**config.mk**
```make
export PLATFORM = sky130hd
export DESIGN_NAME = postfix_stack_evaluator
export DESIGN_NICKNAME = d
export VERILOG_FILES = /design/src/sv/pse_pkg.sv /design/src/sv/postfix_stack_evaluator.sv
export SDC_FILE = /design/constraint.sdc
export NUM_CORES = 2
export LEC_CHECK = 0
export BUFFER_PORTS_ARGS = -buffer_cell sky130_fd_sc_hd__buf_4
export CORE_MARGIN = 8
export CORE_UTILIZATION = 30
export CTS_CLUSTER_DIAMETER = 80
export DETAILED_ROUTE_END_ITERATION = 8
export MAX_ROUTING_LAYER = met4
export PLACE_DENSITY_LB_ADDON = 0.2
export REMOVE_ABC_BUFFERS = 1
export SLEW_MARGIN = 15
export SYNTH_ARGS = -nofsm -noshare
export SYNTH_HDL_FRONTEND = slang
export SYNTH_SLANG_ARGS = --single-unit
```
**constraint.sdc**
```tcl
create_clock -name clk -period 8.05 [get_ports clk]
set_clock_uncertainty 0.15 [all_clocks]
set_input_delay 1.2075 -clock clk [delete_from_list [all_inputs] [get_ports clk]]
set_output_delay 1.2075 -clock clk [all_outputs]
set_load 0.02 [all_outputs]
```
**src/sv/pse_pkg.sv**
```systemverilog
// Shared types and constants of the postfix stack evaluator.
// Used by the top level and by its assertion checker; no dependencies.
`timescale 1ns / 1ps

package pse_pkg;

	// Default configuration
	localparam int STACK_DEPTH_DEF = 16;
	localparam int FRAC_BITS_DEF   = 16;

	// Fixed field widths
	localparam int OP_W     = 3;
	localparam int DATA_W   = 32;
	localparam int DEPTH_W  = 5;
	localparam int STATUS_W = 3;

	// Saturation limits of a Q-format word
	localparam logic signed [DATA_W-1:0] Q_MAX = 32'sh7FFF_FFFF;
	localparam logic signed [DATA_W-1:0] Q_MIN = 32'sh8000_0000;

	// Operation codes
	typedef enum logic [OP_W-1:0] {
		OP_PUSH = 3'd0,
		OP_ADD  = 3'd1,
		OP_SUB  = 3'd2,
		OP_MUL  = 3'd3,
		OP_DIV  = 3'd4
	} op_t;

	// Result status codes
	typedef enum logic [STATUS_W-1:0] {
		ST_OK        = 3'd0,
		ST_DIVZERO   = 3'd1,
		ST_UNDERFLOW = 3'd2,
		ST_OVERFLOW  = 3'd3,
		ST_SATURATED = 3'd4
	} status_t;

	// Sequencer states
	typedef enum logic [2:0] {
		S_IDLE,
		S_READ,
		S_EXEC,
		S_MULT,
		S_DIVIDE,
		S_DIV_FIN
	} state_t;

endpackage

```
**src/sv/postfix_stack_evaluator.sv**
```systemverilog
// Postfix stack evaluator: RPN calculator over a stack held in a synchronous memory.
// Depends on pse_pkg (types, codes, defaults).
//
// Usage:
//   Input channel (op_valid / op_stall): one word carries operation and value.
//   Operation 0 pushes value; 1..4 replace the two top entries a (second) and
//   b (top) by a+b, a-b, a*b or a/b in signed fixed point with FRAC_BITS
//   fraction bits. Codes 5..7 leave the stack as it is.
//   Result channel (res_valid / res_stall): one word per input word, carrying
//   the top entry (zero when empty), the entry count and a status code.
//   Flow of a word: an accepted word is latched, then S_READ reads the two top
//   entries of the stack memory through its two read ports and S_EXEC works on
//   it. Push, add, subtract, unknown codes and every error case (operator
//   underflow, push on a full stack, zero divisor) finish from S_EXEC; multiply
//   finishes from S_MULT; divide runs the restoring divider in S_DIVIDE, which
//   retires one quotient bit per cycle, and finishes from S_DIV_FIN.
//   One word is worked on at a time; op_stall is high from acceptance until the
//   result has been moved into the output register.
//   The output register lets a new word be accepted while an earlier result is
//   still stalled; a finishing word waits in place until that register frees.
//   Reset clears the entry count (empty stack) and the result valid flag; the
//   stack memory itself is not cleared and needs no clearing pass.
`timescale 1ns / 1ps

module postfix_stack_evaluator #(
	parameter int STACK_DEPTH = pse_pkg::STACK_DEPTH_DEF,
	parameter int FRAC_BITS   = pse_pkg::FRAC_BITS_DEF
) (
	input  logic                                   clk,
	input  logic                                   arst_n,
	// input channel
	input  logic                                   op_valid,
	output logic                                   op_stall,
	input  logic [pse_pkg::OP_W-1:0]               operation,
	input  logic signed [pse_pkg::DATA_W-1:0]      value,
	// result channel
	output logic                                   res_valid,
	input  logic                                   res_stall,
	output logic signed [pse_pkg::DATA_W-1:0]      top_value,
	output logic [pse_pkg::DEPTH_W-1:0]            stack_depth,
	output logic [pse_pkg::STATUS_W-1:0]           status
);

	localparam int AW = $clog2(STACK_DEPTH);
	localparam int PW = $clog2(STACK_DEPTH + 1);
	localparam int DW = pse_pkg::DATA_W + FRAC_BITS;
	localparam int CW = $clog2(DW + 1);

	// Sequencer and stack pointer
	pse_pkg::state_t state_q, state_nx;
	logic [PW-1:0]   sp_q;
	logic [PW-1:0]   sp_m1, sp_m2;

	// Latched input word
	logic [pse_pkg::OP_W-1:0]          op_q;
	logic signed [pse_pkg::DATA_W-1:0] value_q;

	// Stack memory, two read ports, one write port
	logic signed [pse_pkg::DATA_W-1:0] mem [STACK_DEPTH];
	logic                              rd_en;
	logic signed [pse_pkg::DATA_W-1:0] rd_top_q, rd_sec_q;
	logic                              wr_en;
	logic [AW-1:0]                     wr_addr;
	logic signed [pse_pkg::DATA_W-1:0] wr_data;

	// Finish of a word
	logic                              fin_req, fin_go, fin_we;
	logic [AW-1:0]                     fin_addr;
	logic signed [pse_pkg::DATA_W-1:0] fin_data;
	logic signed [pse_pkg::DATA_W-1:0] fin_top;
	logic [PW-1:0]                     fin_sp;
	pse_pkg::status_t                  fin_status;
	logic [PW+pse_pkg::DEPTH_W-1:0]    fin_sp_ext;

	// Output register
	logic                              res_valid_q;
	logic signed [pse_pkg::DATA_W-1:0] top_value_q;
	logic [pse_pkg::DEPTH_W-1:0]       stack_depth_q;
	logic [pse_pkg::STATUS_W-1:0]      status_q;
	logic                              out_free;

	// Datapath helpers
	logic                              underflow, full;
	logic signed [pse_pkg::DATA_W-1:0] top_cur;
	logic signed [pse_pkg::DATA_W:0]   as_sum;
	logic                              as_sat;
	logic signed [pse_pkg::DATA_W-1:0] as_res;
	logic signed [63:0]                mul_prod_q;
	logic signed [63:0]                mul_sh;
	logic                              mul_sat;
	logic signed [pse_pkg::DATA_W-1:0] mul_res;

	// Divider
	logic                              div_load;
	logic [pse_pkg::DATA_W-1:0]        abs_a, abs_b;
	logic [DW-1:0]                     dvd_q;
	logic [pse_pkg::DATA_W:0]          rem_q;
	logic [pse_pkg::DATA_W-1:0]        dvs_q;
	logic                              div_neg_q;
	logic [CW-1:0]                     div_cnt_q;
	logic [pse_pkg::DATA_W:0]          rem_sh;
	logic [pse_pkg::DATA_W+1:0]        rem_diff;
	logic                              q_bit;
	logic [63:0]                       quo_ext;
	logic                              div_sat;
	logic signed [pse_pkg::DATA_W-1:0] div_res;

	// Port drives
	assign op_stall    = (state_q != pse_pkg::S_IDLE);
	assign res_valid   = res_valid_q;
	assign top_value   = top_value_q;
	assign stack_depth = stack_depth_q;
	assign status      = status_q;
	assign out_free    = !res_valid_q || !res_stall;

	// Pointer arithmetic
	assign sp_m1     = sp_q - PW'(1);
	assign sp_m2     = sp_q - PW'(2);
	assign underflow = (sp_q < PW'(2));
	assign full      = (sp_q == PW'(STACK_DEPTH));
	assign top_cur   = (sp_q != '0) ? rd_top_q : '0;

	// Add / subtract with saturation
	always_comb begin
		if (op_q == pse_pkg::OP_SUB) begin
			as_sum = (pse_pkg::DATA_W+1)'(rd_sec_q) - (pse_pkg::DATA_W+1)'(rd_top_q);
		end else begin
			as_sum = (pse_pkg::DATA_W+1)'(rd_sec_q) + (pse_pkg::DATA_W+1)'(rd_top_q);
		end
		as_sat = (as_sum[pse_pkg::DATA_W] != as_sum[pse_pkg::DATA_W-1]);
		if (as_sat) begin
			as_res = as_sum[pse_pkg::DATA_W] ? pse_pkg::Q_MIN : pse_pkg::Q_MAX;
		end else begin
			as_res = as_sum[pse_pkg::DATA_W-1:0];
		end
	end

	// Multiply: arithmetic shift rounds toward minus infinity, then clamp
	always_comb begin
		mul_sh  = mul_prod_q >>> FRAC_BITS;
		mul_sat = 1'b0;
		mul_res = mul_sh[pse_pkg::DATA_W-1:0];
		if (mul_sh > 64'sh0000_0000_7FFF_FFFF) begin
			mul_sat = 1'b1;
			mul_res = pse_pkg::Q_MAX;
		end else if (mul_sh < -64'sh0000_0000_8000_0000) begin
			mul_sat = 1'b1;
			mul_res = pse_pkg::Q_MIN;
		end
	end

	// Divider operands and one restoring step
	assign abs_a    = rd_sec_q[pse_pkg::DATA_W-1] ? (~rd_sec_q + 32'sd1) : rd_sec_q;
	assign abs_b    = rd_top_q[pse_pkg::DATA_W-1] ? (~rd_top_q + 32'sd1) : rd_top_q;
	assign rem_sh   = {rem_q[pse_pkg::DATA_W-1:0], dvd_q[DW-1]};
	assign rem_diff = {1'b0, rem_sh} - {2'b00, dvs_q};
	assign q_bit    = !rem_diff[pse_pkg::DATA_W+1];

	// Divide: sign fix and clamp of the magnitude quotient
	always_comb begin
		quo_ext = 64'(dvd_q);
		div_sat = 1'b0;
		if (div_neg_q) begin
			div_res = -$signed(quo_ext[pse_pkg::DATA_W-1:0]);
			if (quo_ext > 64'h0000_0000_8000_0000) begin
				div_sat = 1'b1;
				div_res = pse_pkg::Q_MIN;
			end
		end else begin
			div_res = $signed(quo_ext[pse_pkg::DATA_W-1:0]);
			if (quo_ext > 64'h0000_0000_7FFF_FFFF) begin
				div_sat = 1'b1;
				div_res = pse_pkg::Q_MAX;
			end
		end
	end

	// State register
	always_ff @(posedge clk or negedge arst_n) begin
		if (!arst_n) begin
			state_q <= pse_pkg::S_IDLE;
		end else begin
			state_q <= state_nx;
		end
	end

	// Next state and finish selection
	always_comb begin
		state_nx   = state_q;
		rd_en      = 1'b0;
		div_load   = 1'b0;
		fin_req    = 1'b0;
		fin_we     = 1'b0;
		fin_addr   = sp_m2[AW-1:0];
		fin_data   = as_res;
		fin_top    = top_cur;
		fin_sp     = sp_q;
		fin_status = pse_pkg::ST_OK;
		case (state_q)
			pse_pkg::S_IDLE: begin
				if (op_valid) begin
					state_nx = pse_pkg::S_READ;
				end
			end
			pse_pkg::S_READ: begin
				rd_en    = 1'b1;
				state_nx = pse_pkg::S_EXEC;
			end
			pse_pkg::S_EXEC: begin
				case (op_q)
					pse_pkg::OP_PUSH: begin
						fin_req = 1'b1;
						if (full) begin
							fin_status = pse_pkg::ST_OVERFLOW;
						end else begin
							fin_we   = 1'b1;
							fin_addr = sp_q[AW-1:0];
							fin_data = value_q;
							fin_top  = value_q;
							fin_sp   = sp_q + PW'(1);
						end
					end
					pse_pkg::OP_ADD, pse_pkg::OP_SUB: begin
						fin_req = 1'b1;
						if (underflow) begin
							fin_status = pse_pkg::ST_UNDERFLOW;
						end else begin
							fin_we     = 1'b1;
							fin_data   = as_res;
							fin_top    = as_res;
							fin_sp     = sp_m1;
							fin_status = as_sat ? pse_pkg::ST_SATURATED : pse_pkg::ST_OK;
						end
					end
					pse_pkg::OP_MUL: begin
						if (underflow) begin
							fin_req    = 1'b1;
							fin_status = pse_pkg::ST_UNDERFLOW;
						end else begin
							state_nx = pse_pkg::S_MULT;
						end
					end
					pse_pkg::OP_DIV: begin
						if (underflow) begin
							fin_req    = 1'b1;
							fin_status = pse_pkg::ST_UNDERFLOW;
						end else if (rd_top_q == '0) begin
							fin_req    = 1'b1;
							fin_status = pse_pkg::ST_DIVZERO;
						end else begin
							div_load = 1'b1;
							state_nx = pse_pkg::S_DIVIDE;
						end
					end
					default: begin
						fin_req = 1'b1;
					end
				endcase
			end
			pse_pkg::S_MULT: begin
				fin_req    = 1'b1;
				fin_we     = 1'b1;
				fin_data   = mul_res;
				fin_top    = mul_res;
				fin_sp     = sp_m1;
				fin_status = mul_sat ? pse_pkg::ST_SATURATED : pse_pkg::ST_OK;
			end
			pse_pkg::S_DIVIDE: begin
				if (div_cnt_q == CW'(1)) begin
					state_nx = pse_pkg::S_DIV_FIN;
				end
			end
			pse_pkg::S_DIV_FIN: begin
				fin_req    = 1'b1;
				fin_we     = 1'b1;
				fin_data   = div_res;
				fin_top    = div_res;
				fin_sp     = sp_m1;
				fin_status = div_sat ? pse_pkg::ST_SATURATED : pse_pkg::ST_OK;
			end
			default: begin
				state_nx = pse_pkg::S_IDLE;
			end
		endcase
		fin_go = fin_req && out_free;
		if (fin_go) begin
			state_nx = pse_pkg::S_IDLE;
		end
	end

	assign wr_en      = fin_go && fin_we;
	assign wr_addr    = fin_addr;
	assign wr_data    = fin_data;
	assign fin_sp_ext = {{pse_pkg::DEPTH_W{1'b0}}, fin_sp};

	// Stack memory
	always_ff @(posedge clk) begin
		if (wr_en) begin
			mem[wr_addr] <= wr_data;
		end
		if (rd_en) begin
			rd_top_q <= mem[sp_m1[AW-1:0]];
			rd_sec_q <= mem[sp_m2[AW-1:0]];
		end
	end

	// Input word latch
	always_ff @(posedge clk) begin
		if (op_valid && !op_stall) begin
			op_q    <= operation;
			value_q <= value;
		end
	end

	// Stack pointer
	always_ff @(posedge clk or negedge arst_n) begin
		if (!arst_n) begin
			sp_q <= '0;
		end else if (fin_go) begin
			sp_q <= fin_sp;
		end
	end

	// Multiplier product register
	always_ff @(posedge clk) begin
		if (state_q == pse_pkg::S_EXEC) begin
			mul_prod_q <= rd_sec_q * rd_top_q;
		end
	end

	// Restoring divider, one quotient bit per cycle
	always_ff @(posedge clk) begin
		if (div_load) begin
			dvd_q     <= DW'(abs_a) << FRAC_BITS;
			dvs_q     <= abs_b;
			rem_q     <= '0;
			div_neg_q <= rd_sec_q[pse_pkg::DATA_W-1] ^ rd_top_q[pse_pkg::DATA_W-1];
			div_cnt_q <= CW'(DW);
		end else if (state_q == pse_pkg::S_DIVIDE) begin
			rem_q     <= q_bit ? rem_diff[pse_pkg::DATA_W:0] : rem_sh;
			dvd_q     <= {dvd_q[DW-2:0], q_bit};
			div_cnt_q <= div_cnt_q - CW'(1);
		end
	end

	// Result valid flag
	always_ff @(posedge clk or negedge arst_n) begin
		if (!arst_n) begin
			res_valid_q <= 1'b0;
		end else if (fin_go) begin
			res_valid_q <= 1'b1;
		end else if (!res_stall) begin
			res_valid_q <= 1'b0;
		end
	end

	// Result payload
	always_ff @(posedge clk) begin
		if (fin_go) begin
			top_value_q   <= fin_top;
			stack_depth_q <= fin_sp_ext[pse_pkg::DEPTH_W-1:0];
			status_q      <= fin_status;
		end
	end

endmodule

```
Yosys cells after proc, flatten, opt, wreduce, memory -nomap -nowiden. Memories as Yosys holds them, arrays and structs flattened. A register that Yosys moved wholly into a read port is not among the register bits. Cells that the tools add are included. Widths: inputs -> output; s select.

Register bits: 267. Memory bits (writable): 512. Output and inout bits: 42. Logic and storage cells: 142. Memories: 1.

Add/sub/neg operators: 10. Multipliers: 1. Magnitude comparators: 5. Eq/ne operators: 20. Mux-type cells: 69. Bitwise logic cells: 3. Reduce and logical (&&, ||, !) cells: 17.

Memories: mem (depth 16, width 32, rd ports 2, clocked after memory_dff 2, wr ports 1, line postfix_stack_evaluator.sv:59) `logic signed [pse_pkg::DATA_W-1:0] mem [STACK_DEPTH];`.

Operators by type and width (number): $mux 32 (14); $pmux 32 s3 (2); $gt 48x32->1 const B (2); $mux 48 (2); $add 32x2->32 const B (2); $mul 32x32->64 (1); $not 32->32 (2); $pmux 32 s2 (1); $gt 48x31->1 const B (1); $lt 48x32->1 const B (1); $sub 33x32->34 (1); $add 32x32->33 (1); $mux 33 (1); $sub 32x32->33 (1); $logic_not 32->1 (1); $neg 32->32 (1); $mux 31 (1); $mux 3 (10); $mux 1 (20); $pmux 5 s2 (2); $pmux 3 s5 (1); $eq 3x2->1 const B (4); $mux 4 (3); $ne 4x4->1 const B (3); 29 further kinds (47).

Logic depth before layout (Yosys ltp).
Depth in word-level cells: 9. Gate-level depth with buffers: 31. Mapped depth without buffers: 28.

Worst setup path after synthesis. No wires, ideal clock.

Path type: register -> register. Start point: reg rd_sec_q[31] (netlist name) (read register of mem). End point: reg mul_prod_q[61] (data pin). Arrival: 8392 ps. Data required time: 7642 ps. Path slack: -750 ps. Cell stages (with the launch flop): 32. Path through: edfxtp_1 clkbuf_1 buf_1 buf_1 nand2_1 inv_1 fa_1 inv_1 fa_1 inv_1 fa_1 fa_1 inv_1 fa_1 inv_1 fa_1 inv_1 fa_1 inv_1 fa_1 ha_1 clkbuf_1 a21o_1 a21o_1 a21o_1 a21o_1 a21o_1 a21o_1 a21o_1 a31o_2 a21oi_1 xnor2_1.

Cells in the longest elaborated chain, start to end: 1.

RTL lines: from (decl) (line postfix_stack_evaluator.sv:61) `logic signed [pse_pkg::DATA_W-1:0] rd_top_q, rd_sec_q;`; $mul 32x32->64 (line postfix_stack_evaluator.sv:327) `mul_prod_q <= rd_sec_q * rd_top_q;`; to (signal assigned) (line postfix_stack_evaluator.sv:327); to (decl) (line postfix_stack_evaluator.sv:88) `logic signed [63:0] mul_prod_q;`.

Every way passes these cells. A chain may end at the register's enable or synchronous reset.

Final worst setup path.
Start point: reg rd_top_q[10] (netlist name) (read register of mem). End point: reg mul_prod_q[59] (data pin).

Cells in the longest elaborated chain, start to end: 1.

RTL lines (line): from (decl) (postfix_stack_evaluator.sv:61); $mul 32x32->64 (postfix_stack_evaluator.sv:327).

Every way passes these cells.

==> out/results.ini <==
[placement]
port_buffers=80
dp_cells=10406
gp_congestion=0.898
dp_hpwl_mm=200

[cts]
cts_tree=built
cts_sinks=827
clk_latency_ns=0.77
postCtsHoldBufs=0
cts_max_level=3
path_clk_slew_ns=0.06
clock-root-buffer=clkbuf_16
clk_path_buf_depth=3
numCtsBuffers=103

[timing]
max_slew_margin=0.157
timing.fmax_mhz=125
slew_violations=0
rsz0062_at_grt=yes
worstMarginPinSlew_ns=1.25
final_hold_viol_count=0
whs_ns=0.120
finalSetupViolations=0
fin_crit_ns=8.01
post-route-period-util=0.995

[final_layout]
final_cells=10641
final_nets=8528
final.fill_count=25482
drive_above_1_share=0.189
area_growth_pct=16.8

[global_routing]
grt_pass1_vias=56373
grt_max_degree=72
grtUsageTotal=0.192
antenna_found_initial=18
grt_pass1_wl_mm=386
grt_overflow=0

[detailed_routing]
wl_per_cell_um=24.7
antenna_left=0
dr.pass1.iters=5
wirelength_mm=263
drc=0
vias_per_cell=5.03
via_count=53511
drtIter0Drc=4382

[yosys]
synthesis.instances=6796
yosys.area.top_type=edfxtp_1
synth-edff-count=764
synth_top_cell_area_share=0.294
synth.distinct_cells=92
synth-main-ff-cell=edfxtp_1
synth_warnings=0
yosysSeqAreaShare=0.311
synthTopCellsByArea=edfxtp_1 29%, fa_1 28%, mux4_2 9.2%, inv_1 5.2%, ha_1 4.1%
ys_async_sr_fraction=0.0109
synth_seq_cells=827
syn_area_um2=78000
syn_area_per_cell_um2=11.5

[critical_path]
rr_worst_depth=27
worst-r2r-setup-slack_ns=0.04
max_stage_delay_ns=0.59
crit_path_top_delay_cell=fa_2
cp-start-kind=flop
crit_top_cell=fa_1
path_max_fanout=8
worstSetupPathType=reg -> reg
r2r_end=mul_prod_q[59]$_DFFE_PP_
critical_path.top_delay_family=adder cells
critPathCaptureType=flop
critical_path_required_ns=8.42
cp_data_arrival_time_ns=8.38
worst-path-buf-inv=7
regToRegStartpoint=rd_top_q[10]$_DFFE_PN_

[run]
cap_violations=0

[outcome]
status=finished clean

[floorplan]
start_util=0.301
row_count=187
die-area_um2=277000
dieWidth_um=526
core-area_um2=259000
ios=81
die_height_um=526

[worst_hold_path]
hold_class=in -> async

## timing repair
action,4_1_cts,5_1_grt
pin swaps,49,63
resized for setup,86,105
buffers inserted,11,25
endpoints found under the setup margin,27,526
gates cloned,2,5
## cell usage in the layout, fill, tap and decap left out, drive strengths merged, types with 14 or more instances in the layout
cell    Yosys  routed
o21ai     203     203
a21oi     221     221
nand3      47      47
mux2i      30      30
a21o       66      66
a31oi      27      27
o211ai     24      24
o31ai      34      34
nand2b     30      30
mux4      320     320
fa       1083    1083
o22ai      19      19
or4        14      14
xnor2     122     122
a211oi     19      19
nor2b      20      20
xor2       93      93
and3       16      16
o21a       19      19
nor2      205     205
and2      506     506
a221oi     21      21
or3        27      27
nand2     757     757
o41ai      14      14
dfxtp      54      54
o21bai     15      15
nor3       50      50
nand4      25      25
clkbuf    364     139
ha        257     257
clkinv      1      37
inv      1085    1089
edfxtp    764     764
nor4       22      22
buf        63     670
## per-layer routing
layer / wire length (um) / global-route usage
met5: 0 / -
met2: 124000 / 0.310
met4: 13600 / 0.0754
met3: 13300 / 0.0198
met1: 112000 / 0.251
## worst max path at each step
stage,startpoint,end,slack (ns),cells after the start
6_report,rd_top_q[10]$_DFFE_PN_,mul_prod_q[59]$_DFFE_PP_,0.04,27
5_1_grt,rd_top_q[10]$_DFFE_PN_,mul_prod_q[59]$_DFFE_PP_,-0.21,27
4_1_cts,rd_sec_q[10]$_DFFE_PN_,mul_prod_q[62]$_DFFE_PP_,-0.01,26
3_5_place_dp,rd_top_q[4]$_DFFE_PN_,mul_prod_q[62]$_DFFE_PP_,-0.80,26
3_3_place_gp,rd_top_q[4]$_DFFE_PN_,mul_prod_q[62]$_DFFE_PP_,-0.72,27
2_1_floorplan,sp_q[0]$_DFFE_PN0P_,mem[5][0]$_DFFE_PP_,-7.85,8
## stage by stage
stage	instance area, um2	TNS (ns)	worst slack [ns]	utilization
2_1_floorplan	76400	-7185.51	-7.85	-
3_3_place_gp	86500	-7.43	-0.723	0.334
3_5_place_dp	86500	-7.03	-0.796	0.334
4_1_cts	90400	-0.0206	-0.0107	0.349
5_1_grt	91100	-0.935	-0.214	0.352
6_report	91100	0	0.0368	0.352
## flip-flops by register name, summed over array words and instances (netlist names)
register and flops:
mem 512, top_value 32, dvd_q 48, div_neg_q 1, rem_q 32, state_q 3
rd_sec_q 32, value_q 32, stack_depth 5, rd_top_q 32, div_cnt_q 6, op_q 3
res_valid 1, sp_q 5, status 3, dvs_q 32, mul_prod_q 48
## Yosys cell counts, types with 19 or more instances
cell type / count
clkbuf_1: 364
o211ai_1: 24
o21ai_0: 198
o21a_1: 19
nor2_1: 205
mux4_2: 320
xor2_1: 93
a21oi_1: 221
nand3_1: 47
or3_1: 27
nand4_1: 24
a31oi_1: 26
a21o_1: 66
fa_1: 1083
nor3_1: 48
o31ai_1: 31
nand2b_1: 30
buf_1: 49
xnor2_1: 122
nor2b_1: 20
mux2i_1: 30
edfxtp_1: 764
ha_1: 257
o22ai_1: 19
nor4_1: 20
a221oi_1: 21
and2_1: 506
dfxtp_1: 54
nand2_1: 757
inv_1: 1084
## logic make-up (layout without fill, tap and decap cells)
group	after synthesis	after routing	synth area share
and+or+nand+nor	1755	1755	0.110
adders and majority gates	1340	1340	0.319
xor gates and xnor gates	215	215	0.0241
other	0	4	0
buffers and inverters	1513	1952	0.0734
muxes	358	358	0.0974
AOI/OAI and AO/OA	788	788	0.0651
DFF	827	827	0.311
## cell type report
| type | count | area, um2 | area share |
|---|---|---|---|
| multi-input combinational | 4456 | 49000 | 0.538 |
| sequential | 827 | 24300 | 0.266 |
| timing repair buffer | 675 | 6090 | 0.0669 |
| tap | 3402 | 4260 | 0.0467 |
| inverter | 1086 | 4080 | 0.0448 |
| clock buffer | 134 | 2690 | 0.0296 |
| clock inverter | 57 | 727 | 0.00798 |
| antenna | 4 | 10.0 | 0.000110 |
Power is left out: the tool's default activity adds up to more than one toggle a clock period on the data nets, which glitch-free logic cannot reach.
